File: config.mk
export PLATFORM = sky130hd
export DESIGN_NAME = rcpa_front
export DESIGN_NICKNAME = d
export VERILOG_FILES = /design/src/hw/rtl/rcpa_pkg.sv /design/src/hw/rtl/rcpa_fifo.sv /design/src/hw/rtl/rcpa_front.sv
export SDC_FILE = /design/constraint.sdc
export NUM_CORES = 1
export LEC_CHECK = 0
export BUFFER_PORTS_ARGS = -buffer_cell sky130_fd_sc_hd__buf_2
export CELL_PAD_IN_SITES_DETAIL_PLACEMENT = 0
export CELL_PAD_IN_SITES_GLOBAL_PLACEMENT = 1
export CORE_ASPECT_RATIO = 1.75
export CORE_MARGIN = 4
export CORE_UTILIZATION = 45
export DETAILED_ROUTE_END_ITERATION = 7
export PLACE_DENSITY = 0.81
export SLEW_MARGIN = 20
export SYNTH_ARGS = -nofsm -noshare
export SYNTH_HDL_FRONTEND = slang
export SYNTH_HIERARCHICAL = 1
export SYNTH_SLANG_ARGS = --single-unit
File: constraint.sdc
create_clock -name clk_i -period 3.01 [get_ports clk_i]
set_input_delay 0.602 -clock clk_i [delete_from_list [all_inputs] [get_ports clk_i]]
set_output_delay 0.602 -clock clk_i [all_outputs]
set_load 0.05 [all_outputs]
File: src/hw/rtl/rcpa_pkg.sv
package rcpa_pkg;

  // Fixed field widths of the request and result channels.
  localparam int PAGE_W      = 15;
  localparam int COUNT_OUT_W = 8;
  localparam int FIRST_W     = 15;
  localparam int LIMIT_W     = 16;

  // Defaults for the top-level parameters.
  localparam int DEF_NUM_PAGES  = 32768;
  localparam int DEF_COUNT_BITS = 8;

  // Depth of the small request and result queues; must be a power of two.
  localparam int QUEUE_DEPTH = 2;

  // Register reset values.
  localparam logic [FIRST_W-1:0] FIRST_RESET = '0;
  localparam logic [LIMIT_W-1:0] LIMIT_RESET = 16'h8000;

  // Configuration register indexes.
  localparam logic CFG_FIRST_USABLE = 1'b0;
  localparam logic CFG_PAGE_LIMIT   = 1'b1;

  typedef enum logic [1:0] {
    ACT_ALLOC     = 2'd0,
    ACT_FREE      = 2'd1,
    ACT_ADD_REF   = 2'd2,
    ACT_DEC_CHECK = 2'd3
  } action_e;

  typedef enum logic [1:0] {
    STAT_OK       = 2'd0,
    STAT_NO_PAGE  = 2'd1,
    STAT_RANGE    = 2'd2,
    STAT_OVERFLOW = 2'd3
  } status_e;

  // A classified request as it travels from the front end to the back end.
  typedef struct packed {
    action_e             action;
    logic [PAGE_W-1:0]   page;
    logic                bad;
  } item_t;

  // One result as it waits in the result queue.
  typedef struct packed {
    status_e                status;
    logic [PAGE_W-1:0]      alloc_page;
    logic                   copy_needed;
    logic                   page_released;
    logic [COUNT_OUT_W-1:0] count_after;
  } result_t;

  // Status of the back end, seen by the front end and the top level.
  typedef struct packed {
    logic clearing;
    logic issue;
    logic done;
  } back_stat_t;

endpackage

File: src/hw/rtl/rcpa_fifo.sv
module rcpa_fifo
  import rcpa_pkg::*;
#(
  parameter int WIDTH = 8
) (
  input  logic             clk_i,
  input  logic             rst_ni,
  input  logic             push_i,
  input  logic [WIDTH-1:0] wdata_i,
  output logic             full_o,
  input  logic             pop_i,
  output logic [WIDTH-1:0] rdata_o,
  output logic             empty_o
);

  localparam int PTR_W = (QUEUE_DEPTH > 1) ? $clog2(QUEUE_DEPTH) : 1;
  localparam int CNT_W = $clog2(QUEUE_DEPTH + 1);

  logic [WIDTH-1:0] mem_q [QUEUE_DEPTH];
  logic [PTR_W-1:0] wr_ptr_q, wr_ptr_d;
  logic [PTR_W-1:0] rd_ptr_q, rd_ptr_d;
  logic [CNT_W-1:0] cnt_q, cnt_d;
  logic             push_ok;
  logic             pop_ok;

  assign full_o  = (cnt_q == CNT_W'(QUEUE_DEPTH));
  assign empty_o = (cnt_q == '0);
  assign push_ok = push_i && !full_o;
  assign pop_ok  = pop_i && !empty_o;
  assign rdata_o = mem_q[rd_ptr_q];

  // Pointers wrap on their own since the depth is a power of two.
  always_comb begin
    wr_ptr_d = wr_ptr_q;
    rd_ptr_d = rd_ptr_q;
    if (push_ok) begin
      wr_ptr_d = wr_ptr_q + PTR_W'(1);
    end
    if (pop_ok) begin
      rd_ptr_d = rd_ptr_q + PTR_W'(1);
    end
    cnt_d = cnt_q + CNT_W'(push_ok) - CNT_W'(pop_ok);
  end

  always_ff @(posedge clk_i or negedge rst_ni) begin
    if (!rst_ni) begin
      wr_ptr_q <= '0;
      rd_ptr_q <= '0;
      cnt_q    <= '0;
    end else begin
      wr_ptr_q <= wr_ptr_d;
      rd_ptr_q <= rd_ptr_d;
      cnt_q    <= cnt_d;
    end
  end

  // Payload storage needs no reset.
  always_ff @(posedge clk_i) begin
    if (push_ok) begin
      mem_q[wr_ptr_q] <= wdata_i;
    end
  end

endmodule

File: src/hw/rtl/rcpa_front.sv
module rcpa_front
  import rcpa_pkg::*;
#(
  parameter int NUM_PAGES = DEF_NUM_PAGES
) (
  input  logic               clk_i,
  input  logic               rst_ni,
  input  logic               push_i,
  output logic               full_o,
  input  logic [1:0]         action_i,
  input  logic [PAGE_W-1:0]  page_i,
  input  logic               cfg_valid_i,
  input  logic               cfg_index_i,
  input  logic [LIMIT_W-1:0] cfg_wdata_i,
  input  logic               clearing_i,
  output item_t              item_o,
  output logic               item_valid_o,
  input  logic               item_take_i
);

  logic [FIRST_W-1:0] first_q, first_d;
  logic [LIMIT_W-1:0] limit_q, limit_d;
  logic               q_full;
  logic               q_empty;
  logic               accept;
  logic               page_high;
  logic               free_outside;
  item_t              item_in;
  logic [$bits(item_t)-1:0] q_rdata;

  // Configuration registers; the user must write only while idle (unchecked).
  always_comb begin
    first_d = first_q;
    limit_d = limit_q;
    if (cfg_valid_i) begin
      case (cfg_index_i)
        CFG_FIRST_USABLE: first_d = cfg_wdata_i[FIRST_W-1:0];
        CFG_PAGE_LIMIT:   limit_d = cfg_wdata_i;
        default:          first_d = first_q;
      endcase
    end
  end

  always_ff @(posedge clk_i or negedge rst_ni) begin
    if (!rst_ni) begin
      first_q <= FIRST_RESET;
      limit_q <= LIMIT_RESET;
    end else begin
      first_q <= first_d;
      limit_q <= limit_d;
    end
  end

  // Classify the request: non-alloc requests for pages beyond the count store,
  // and frees outside the usable window, are rejected later, touching no state.
  assign page_high    = (32'(page_i) >= 32'(NUM_PAGES));
  assign free_outside = (page_i < first_q) || ({1'b0, page_i} >= limit_q);

  always_comb begin
    item_in.action = action_e'(action_i);
    item_in.page   = page_i;
    item_in.bad    = (action_e'(action_i) != ACT_ALLOC) &&
                     (page_high || ((action_e'(action_i) == ACT_FREE) && free_outside));
  end

  // Requests are held off while the queue is full or the count store clears.
  assign full_o = q_full || clearing_i;
  assign accept = push_i && !full_o;

  rcpa_fifo #(
    .WIDTH ($bits(item_t))
  ) u_req_q (
    .clk_i   (clk_i),
    .rst_ni  (rst_ni),
    .push_i  (accept),
    .wdata_i (item_in),
    .full_o  (q_full),
    .pop_i   (item_take_i),
    .rdata_o (q_rdata),
    .empty_o (q_empty)
  );

  assign item_o       = item_t'(q_rdata);
  assign item_valid_o = !q_empty;

endmodule

======== Yosys cells after proc, flatten, opt, wreduce, memory -nomap -nowiden ========
Memories as Yosys holds them, arrays and structs flattened.
Cells that the tools add are included.
operators by class
  $add $sub $neg .......................... 4
  $lt $le $gt $ge ......................... 2
  equal/unequal tests ..................... 2
  multiplexer cells ....................... 2
  bitwise gates (word level) .............. 1
  reductions and logical operators ........ 14
operators by type and width
  kind                                            count
  greater-or-equal comparator 15 x 16 -> 1 bit    1
  less-than comparator 15 bit                     1
  logical AND 1 bit                               5
  AND reduction 2 bit                             2
  zero test 1 bit                                 3
  adder 1 bit (second input constant)             2
  adder 2 x 1 -> 2 bit                            1
  == test 2 x 1 -> 1 bit (second input constant)  1
  == test 2 bit (second input constant)           1
  zero test 2 bit                                 1
  logical OR 1 bit                                2
  2-to-1 mux 1 bit                                2
  nonzero test 2 bit                              1
  subtractor 2 x 1 -> 2 bit                       1
  NOT 1 bit                                       1
word-level totals
  register bits after elaboration ......... 35
  bits in writable memories ............... 36
  input port bits ......................... 40
  output and inout bits ................... 20
  logic and storage cells ................. 31
  memories ................................ 1
memories
  name           depth  width  read ports  clocked after Yosys merged registers in  wr ports  RTL line         source
  u_req_q.mem_q  2      18     1           0                                        1         rcpa_fifo.sv:19  logic [WIDTH-1:0] mem_q [QUEUE_DEPTH];

======== Depth between registers and ports, before layout ========
Gate-level depths: netlist of run 1.
  depth after elaboration ................. 7
  gate-level depth with buffers ........... 10
  mapped depth without buffers ............ 10

======== Modules after synthesis ========
The synthesis of run 1 kept the hierarchy.
by module, submodules not included
  module      times used  cells each  area an instance (um^2)  seq. area each (um^2)
  rcpa_front  1           191         1896.8                   777.0
  rcpa_fifo   1           74          1549.0                   1181.1

======== Worst setup path after synthesis of run 1 ========
Ideal clock, no wire load.
  path kind ............................... input port to flip-flop
  start point ............................. in clearing_i
  end point ............................... mem u_req_q/mem_q[0][0] (netlist bit) (enable)
  setup time .............................. 0.392 ns
  data arrival time ....................... 2.067 ns
  required time ........................... 2.618 ns
  setup slack ............................. 0.551 ns
  stages .................................. 4
  path buffers ............................ 0
  cells stage by stage .................... or2_2 nor2_1 nand2_1 nor2_1
on the way
  cells in the longest elaborated chain, start to end .. 6
ends and longest elaborated chain
  element                                 RTL line          source
  from (decl)                             rcpa_front.sv:15  input logic clearing_i,
  logical OR 1 bit                        rcpa_front.sv:67  assign full_o = q_full || clearing_i;
  zero test 1 bit                         rcpa_front.sv:68  assign accept = push_i && !full_o;
  logical AND 1 bit                       rcpa_front.sv:68
  net accept                              rcpa_front.sv:25  logic accept;
  logical AND 1 bit                       rcpa_fifo.sv:28   assign push_ok = push_i && !full_o;
  2-to-1 mux 1 bit                        rcpa_fifo.sv:59   if (push_ok) begin
  2-to-1 mux 1 bit (not written as such)  rcpa_fifo.sv:60   mem_q[wr_ptr_q] <= wdata_i;
  to (decl)                               rcpa_fifo.sv:19
The timed path passes the listed nets, and every way through them passes these cells.

==> results.txt, run 1 <==
----------------------------------------------------
[CTS]
  Post-CTS setup buffers ... 0
  Resized cells post-CTS ... 0
  Insertion delay of the later-clocked pin in the worst-skew pair ... 320 ps
  Clock tree from TritonCTS ... done
  Clock edge transition at the registers on the reported setup and hold paths ... 50 ps
  Total number of clock tree sinks ... 71
  Clock tree buffer depth ... 2
  Master cell of the clock root buffer ... clkbuf_16
  Total CTS buffers ... 9
  CTS H-tree depth ... 3
  Hold buffers post-CTS ... 0

[Detailed routing]
  Initial detailed-routing violation count ... 112
  Vias ... 2,139
  Remaining antenna violation count ... 0
  Number of optimization iterations in the first detailed-route pass ... 4
  Wire per inst ... 14.6 um
  Remaining DRCs ... 0
  Total Wirelength ... 6.24 mm
  Vias per cell ... 5.02

[Cells and area]
  Count of filler cells inserted in the layout ... 657
  Area used by multi-input combinational logic ... 0.00131 mm2
  Area growth from synthesis to layout ... 18.7%
  Final layout net count ... 404
  Storage cell area ... 0.00196 mm2
  Ratio of cells with drive above 1 in the final layout ... 0.352
  Antenna diode count ... 0
  Number of non-filler instances in the completed layout ... 426

[Placed design]
  Setup slack after placement ... 730 ps
  Number of placed cells counting well taps ... 410
  Weighted congestion at the end of routability-driven global placement ... 0.760
  Number of buffer cells added on primary ports ... 59
  Placed wire-length estimate after detailed placement ... 4.69 mm

[Flow run]
  Number of violations of the max-capacitance limit ... 0

[Global routing]
  Via count of the first global-routing pass ... 2,153
  Global-route congestion overflow total ... 0
  Total Routing Usage GR ... 0.152
  Global-route wire length before repair ... 10.2 mm
  Antenna violations before repair ... 0
  Maximum number of pins on one net before global-route repair ... 36

[Power and ir drop]
  Total leakage power ... 0.00187 uW
  Peak supply drop ... 0.000314 V
  Final Power ... 3240 uW
  Power per Cell Area ... 791 mW/mm2

[STA]
  Worst-case hold slack ... 362 ps
  Final Critical Period ... 2480 ps
  Pins Over Slew Limit ... 0
  Count of endpoints failing setup in the final report ... 0
  Worst clock skew ... 7.94 ps
  Transition time at the pin with the least slew margin ... 808 ps
  Max Freq ... 0.402 GHz
  TNS Setup ... 0 ps
  Tightest slew margin relative to the limit ... 0.462
  Final Cycle Share ... 0.826
  Unrepaired setup endpoints after global routing ... false
  Final hold violations ... 0
  Final setup margin ... 525 ps

[Run status]
  Run status ... complete, no violations

[Die]
  Effective utilization at floorplan ... 0.459
  Die area ... 0.00918 mm2
  Placeable core area ... 0.00751 mm2
  Die Span Y ... 124 um
  Die extent in x ... 74.2 um
  Standard-cell rows ... 42
  Ports placed on the boundary ... 60

[Worst setup path]
  Startpoint type of the worst setup path ... flip-flop
  Peak fanout along the critical path ... 15
  Type of the worst setup path ... reg2out
  Crit end category ... output port
  Required time at the worst-slack endpoint ... 2410 ps
  Crit path arrival time ... 1880 ps

[Min path]
  Classification of the worst-slack hold path ... in2async

[Logic synthesis]
  Sequential-to-total area share from yosys stat ... 0.568
  Most frequent cell after synthesis ... edfxtp_1
  Fraction of synthesized cell area taken by the top area cell type ... 0.314
  Share of flip-flops with an asynchronous set or reset after synthesis ... 0.493
  Library cell with the largest summed area after synthesis ... edfxtp_1
  Mapped Area ... 0.00345 mm2
  Top_reg_cell synth ... edfxtp_1
  Post-synthesis net count ... 336
  Number of enable-type register cells in the synthesized netlist ... 36
  Number of register bits inferred by synthesis ... 71
  Post-synthesis instance total ... 265
  Warning count from the yosys run ... 6
  Largest cells by area after synthesis ... edfxtp_1, dfrtp_1, ha_1
  Distinct cells, synth ... 35
  Syn Area/Cell ... 13.0 um2
  Most common library cells after synthesis ... edfxtp_1, inv_1, dfrtp_1

----------------------------------------------------
==> path summary, 6_finish.rpt <==
| check | slack, ps | depth (start not counted) | from | endpoint |
|---|---|---|---|---|
| worst min-delay path | 360 | 1 | rst_ni | first_q[8] |
| worst max-delay path | 530 | 3 | u_req_q/rd_ptr_q | item_o[3] |
| min in group clk_i | 490 | 1 | u_req_q/wr_ptr_q | u_req_q/wr_ptr_q |
| worst min register to register | 490 | 1 | u_req_q/wr_ptr_q | u_req_q/wr_ptr_q |
| max in group asynchronous | 2120 | 1 | rst_ni | u_req_q/cnt_q[1] |
| worst max register to register | 1070 | 10 | u_req_q/cnt_q[0] | u_req_q/cnt_q[1] |
==> power breakdown <==
part,internal (uW),switching (uW)
Clock,553,360
Combinational,391,654
Sequential,1180,95.0
Total,2130,1110
==> registers in the layout, summed over array words and instances, names as in the netlist <==
signal,cells
limit_q,16
u_req_q/wr_ptr_q,1
u_req_q/cnt_q,2
u_req_q/mem_q,36
first_q,15
u_req_q/rd_ptr_q,1
==> critical path: stages (launching register included) <==
cell and delay (ps):
dfrtp_1 770, buf_4 280, mux2_4 300, buf_2 210
==> layout make-up <==
type / instances / share of cell area
flip-flops and latches: 71 / 0.479
multi-input cells: 153 / 0.319
repair buffers: 63 / 0.0795
clock buffers: 12 / 0.0578
inverters: 35 / 0.0321
well taps: 88 / 0.0269
clock inverters: 4 / 0.00551
==> through the flow <==
stage / instance area, um2 / util
6_report: 4090 / 0.544
5_1_grt: 4090 / 0.544
4_1_cts: 4090 / 0.544
3_5_place_dp: 3830 / 0.510
3_3_place_gp: 3830 / 0.510
2_1_floorplan: 3450 / -
==> kinds of logic after synthesis <==
group	synth area share
DFF	0.568
and+or+nand+nor	0.0614
AOI/OAI and AO/OA	0.0708
buffers and inverters	0.0526
muxes	0.124
adders and majority gates	0.113
xor gates and xnor gates	0.0102
==> cells in the final DEF (no fill, tap or decap), types with 3 or more instances in the layout <==
cell type | Yosys | final
inv_1 | 35 | 35
nor2_1 | 6 | 6
edfxtp_1 | 36 | 36
clkbuf_1 | 1 | 3
xnor2_1 | 3 | 3
clkbuf_16 | 0 | 9
mux2_4 | 9 | 9
a21oi_1 | 13 | 13
ha_1 | 31 | 31
dfrtp_1 | 34 | 34
buf_2 | 3 | 59
o21ai_0 | 19 | 19
buf_4 | 0 | 4
nand2_1 | 23 | 23
mux2_2 | 26 | 26
clkinv_2 | 0 | 3
==> per-layer routing <==
layer  vias to the layer above  part of all wire  GRT usage  routed length, um
met5                         -                 0          0                  0
met2                        45              0.54      0.258               3370
li1                       1065                 -          -                  -
met1                      1022              0.39      0.174               2460
met4                         0             0.017     0.0680                108
met3                         7             0.048     0.0420                302
(Power assumes the default switching activity.)
==> run 2: changes to the inputs <==
ABC_AREA = 1   (was unset)
CORE_UTILIZATION = 42   (was 45)
clock period = 2.4 ns   (was 3.01 ns; I/O delays follow)
==> results.txt, run 2 <==
----------------------------------------------------
[Run status]
  Run status ... complete, no violations

[Cells and area]
  Registers with the most flip-flops ... u_req_q/mem_q: 36 flops, limit_q: 16 flops, first_q: 15 flops
  Number of non-filler instances in the completed layout ... 540
  Most common library cell in the layout ignoring fill and taps ... nand2_1
  Final layout net count ... 516
  Most frequent cells in the layout ... nand2_1, inv_1, buf_2
  Antenna diode count ... 0
  Count of filler cells inserted in the layout ... 752
  Register bank with the most flops ... u_req_q/mem_q
  Ratio of cells with drive above 1 in the final layout ... 0.191
  Area growth from synthesis to layout ... 19.7%
  Flip-flop count of the largest register, all copies and words added ... 36

[Worst setup path]
  Crit end category ... output port
  Crit path arrival time ... 1490 ps
  Startpoint type of the worst setup path ... flip-flop
  Peak fanout along the critical path ... 19
  Type of the worst setup path ... reg2out
  Required time at the worst-slack endpoint ... 1920 ps

[STA]
  Count of endpoints failing setup in the final report ... 0
  Unrepaired setup endpoints after global routing ... false
  Max Freq ... 0.508 GHz
  Pins Over Slew Limit ... 0
  Final Critical Period ... 1970 ps
  Tightest slew margin relative to the limit ... 0.414
  Worst clock skew ... 3.99 ps
  TNS Setup ... 0 ps
  Final Cycle Share ... 0.821
  Transition time at the pin with the least slew margin ... 878 ps
  Final hold violations ... 0
  Worst-case hold slack ... 231 ps

[Logic synthesis]
  Top_reg_cell synth ... edfxtp_1
  Library cell with the largest summed area after synthesis ... edfxtp_1
  Share of flip-flops with an asynchronous set or reset after synthesis ... 0.493
  Mapped Area ... 0.00352 mm2
  Syn Area/Cell ... 9.25 um2
  Number of register bits inferred by synthesis ... 71
  Distinct cells, synth ... 25
  Warning count from the yosys run ... 6
  Post-synthesis instance total ... 380
  Most frequent cell after synthesis ... nand2_1
  Most common library cells after synthesis ... nand2_1, inv_1, edfxtp_1
  Fraction of synthesized cell area taken by the top area cell type ... 0.307
  Number of enable-type register cells in the synthesized netlist ... 36
  Sequential-to-total area share from yosys stat ... 0.557
  Post-synthesis net count ... 451
  Largest cells by area after synthesis ... edfxtp_1, dfrtp_1, nand2_1

[Die]
  Die extent in x ... 77.2 um
  Ports placed on the boundary ... 60
  Die area ... 0.00996 mm2
  Die Span Y ... 129 um
  Effective utilization at floorplan ... 0.436
  Placeable core area ... 0.00807 mm2
  Standard-cell rows ... 43

[Flow run]
  Number of violations of the max-capacitance limit ... 0

[Placed design]
  Number of buffer cells added on primary ports ... 59
  Number of placed cells counting well taps ... 524
  Placed wire-length estimate after detailed placement ... 4.93 mm
  Weighted congestion at the end of routability-driven global placement ... 0.772

[CTS]
  Clock tree buffer depth ... 2
  Master cell of the clock root buffer ... clkbuf_16
  Resized cells post-CTS ... 0
  Post-CTS setup buffers ... 0
  Total number of clock tree sinks ... 71
  Insertion delay of the later-clocked pin in the worst-skew pair ... 330 ps
  Total CTS buffers ... 9
  Hold buffers post-CTS ... 0
  Clock tree from TritonCTS ... done
  Clock edge transition at the registers on the reported setup and hold paths ... 50 ps
  CTS H-tree depth ... 3

[Global routing]
  Via count of the first global-routing pass ... 2,431
  Global-route congestion overflow total ... 0
  Total Routing Usage GR ... 0.135
  Global-route wire length before repair ... 10.5 mm
  Maximum number of pins on one net before global-route repair ... 36
  Antenna violations before repair ... 0

[Power and ir drop]
  Power per Cell Area ... 1050 mW/mm2
  Peak supply drop ... 0.000520 V
  Total leakage power ... 0.00218 uW
  Final Power ... 4410 uW

[Detailed routing]
  Number of optimization iterations in the first detailed-route pass ... 4
  Wire per inst ... 11.7 um
  Remaining DRCs ... 0
  Vias ... 2,515
  Total Wirelength ... 6.34 mm
  Initial detailed-routing violation count ... 135
  Vias per cell ... 4.66
  Remaining antenna violation count ... 0

[Min path]
  Classification of the worst-slack hold path ... in2async

----------------------------------------------------
run 2: changes by cell type after synthesis, moves of 3 or more:
cell and change:
nand2_1 +108, inv_1 +31, mux2_2 -26, o21ai_1 +15, mux2_4 -9, nor2_1 +5, nand3_1 +4, inv_2 +3
xnor2_1 -3
run 2: power breakdown:
| part | switching, uW | internal (uW) |
|---|---|---|
| Clock | 470 | 931 |
| Sequential | 80.9 | 1480 |
| Combinational | 1080 | 378 |
| Total | 1630 | 2780 |
run 2: cell type report:
class	instances	area [um2]	area share
Tap cell	90	113	0.0268
Timing Repair Buffer	63	325	0.0773
Multi-Input combinational cell	231	1230	0.293
Clock buffer	10	239	0.0568
Inverter	69	259	0.0615
Clock inverter	6	83.8	0.0199
Sequential cell	71	1960	0.465
run 2: cells by family (layout without fill, tap and decap cells):
logic type,after synthesis,count (layout),synth area share
AO/OA/AOI/OAI,48,48,0.0708
adder cells (fa/ha/maj),31,31,0.110
buffers and inverters,78,148,0.0929
flip-flops,71,71,0.557
AND/OR/NAND/NOR,152,152,0.169
run 2: stage by stage:
| stage | area (um2) | worst slack, ps | util |
|---|---|---|---|
| floorplan | 3520 | 61.4 | - |
| global placement | 3890 | 583 | 0.482 |
| detailed placement | 3890 | 539 | 0.482 |
| CTS | 4210 | 383 | 0.522 |
| global route | 4210 | 293 | 0.522 |
| finish | 4210 | 430 | 0.522 |
run 2: final timing paths:
check                           cells after the start              from  slack (ps)              endpoint
max in group asynchronous                           1            rst_ni        1660           first_q[10]
min in group clk_i                                  1       action_i[0]         360  u_req_q/mem_q[1][16]
worst min register to register                      2       limit_q[15]         470           limit_q[15]
worst max register to register                     10  u_req_q/cnt_q[1]         610      u_req_q/cnt_q[1]
worst max-delay path                                4  u_req_q/rd_ptr_q         430             item_o[3]
worst min-delay path                                1            rst_ni         230            first_q[1]
run 2: routing by layer:
layer  part of all wire  track usage  vias up  routed length [um]
met1               0.41        0.141     1125                2620
met5                  0            0        -                   0
met2               0.53        0.250       45                3350
li1                   -            -     1337                   -
met3              0.037       0.0327        8                 235
met4              0.022       0.0692        0                 138
run 2: worst max-delay path, cell delays in order, from the launching register on:
cell     delay (ps)
dfrtp_1         450
inv_2           280
nand2_1          90
nand2_1          80
buf_2           260
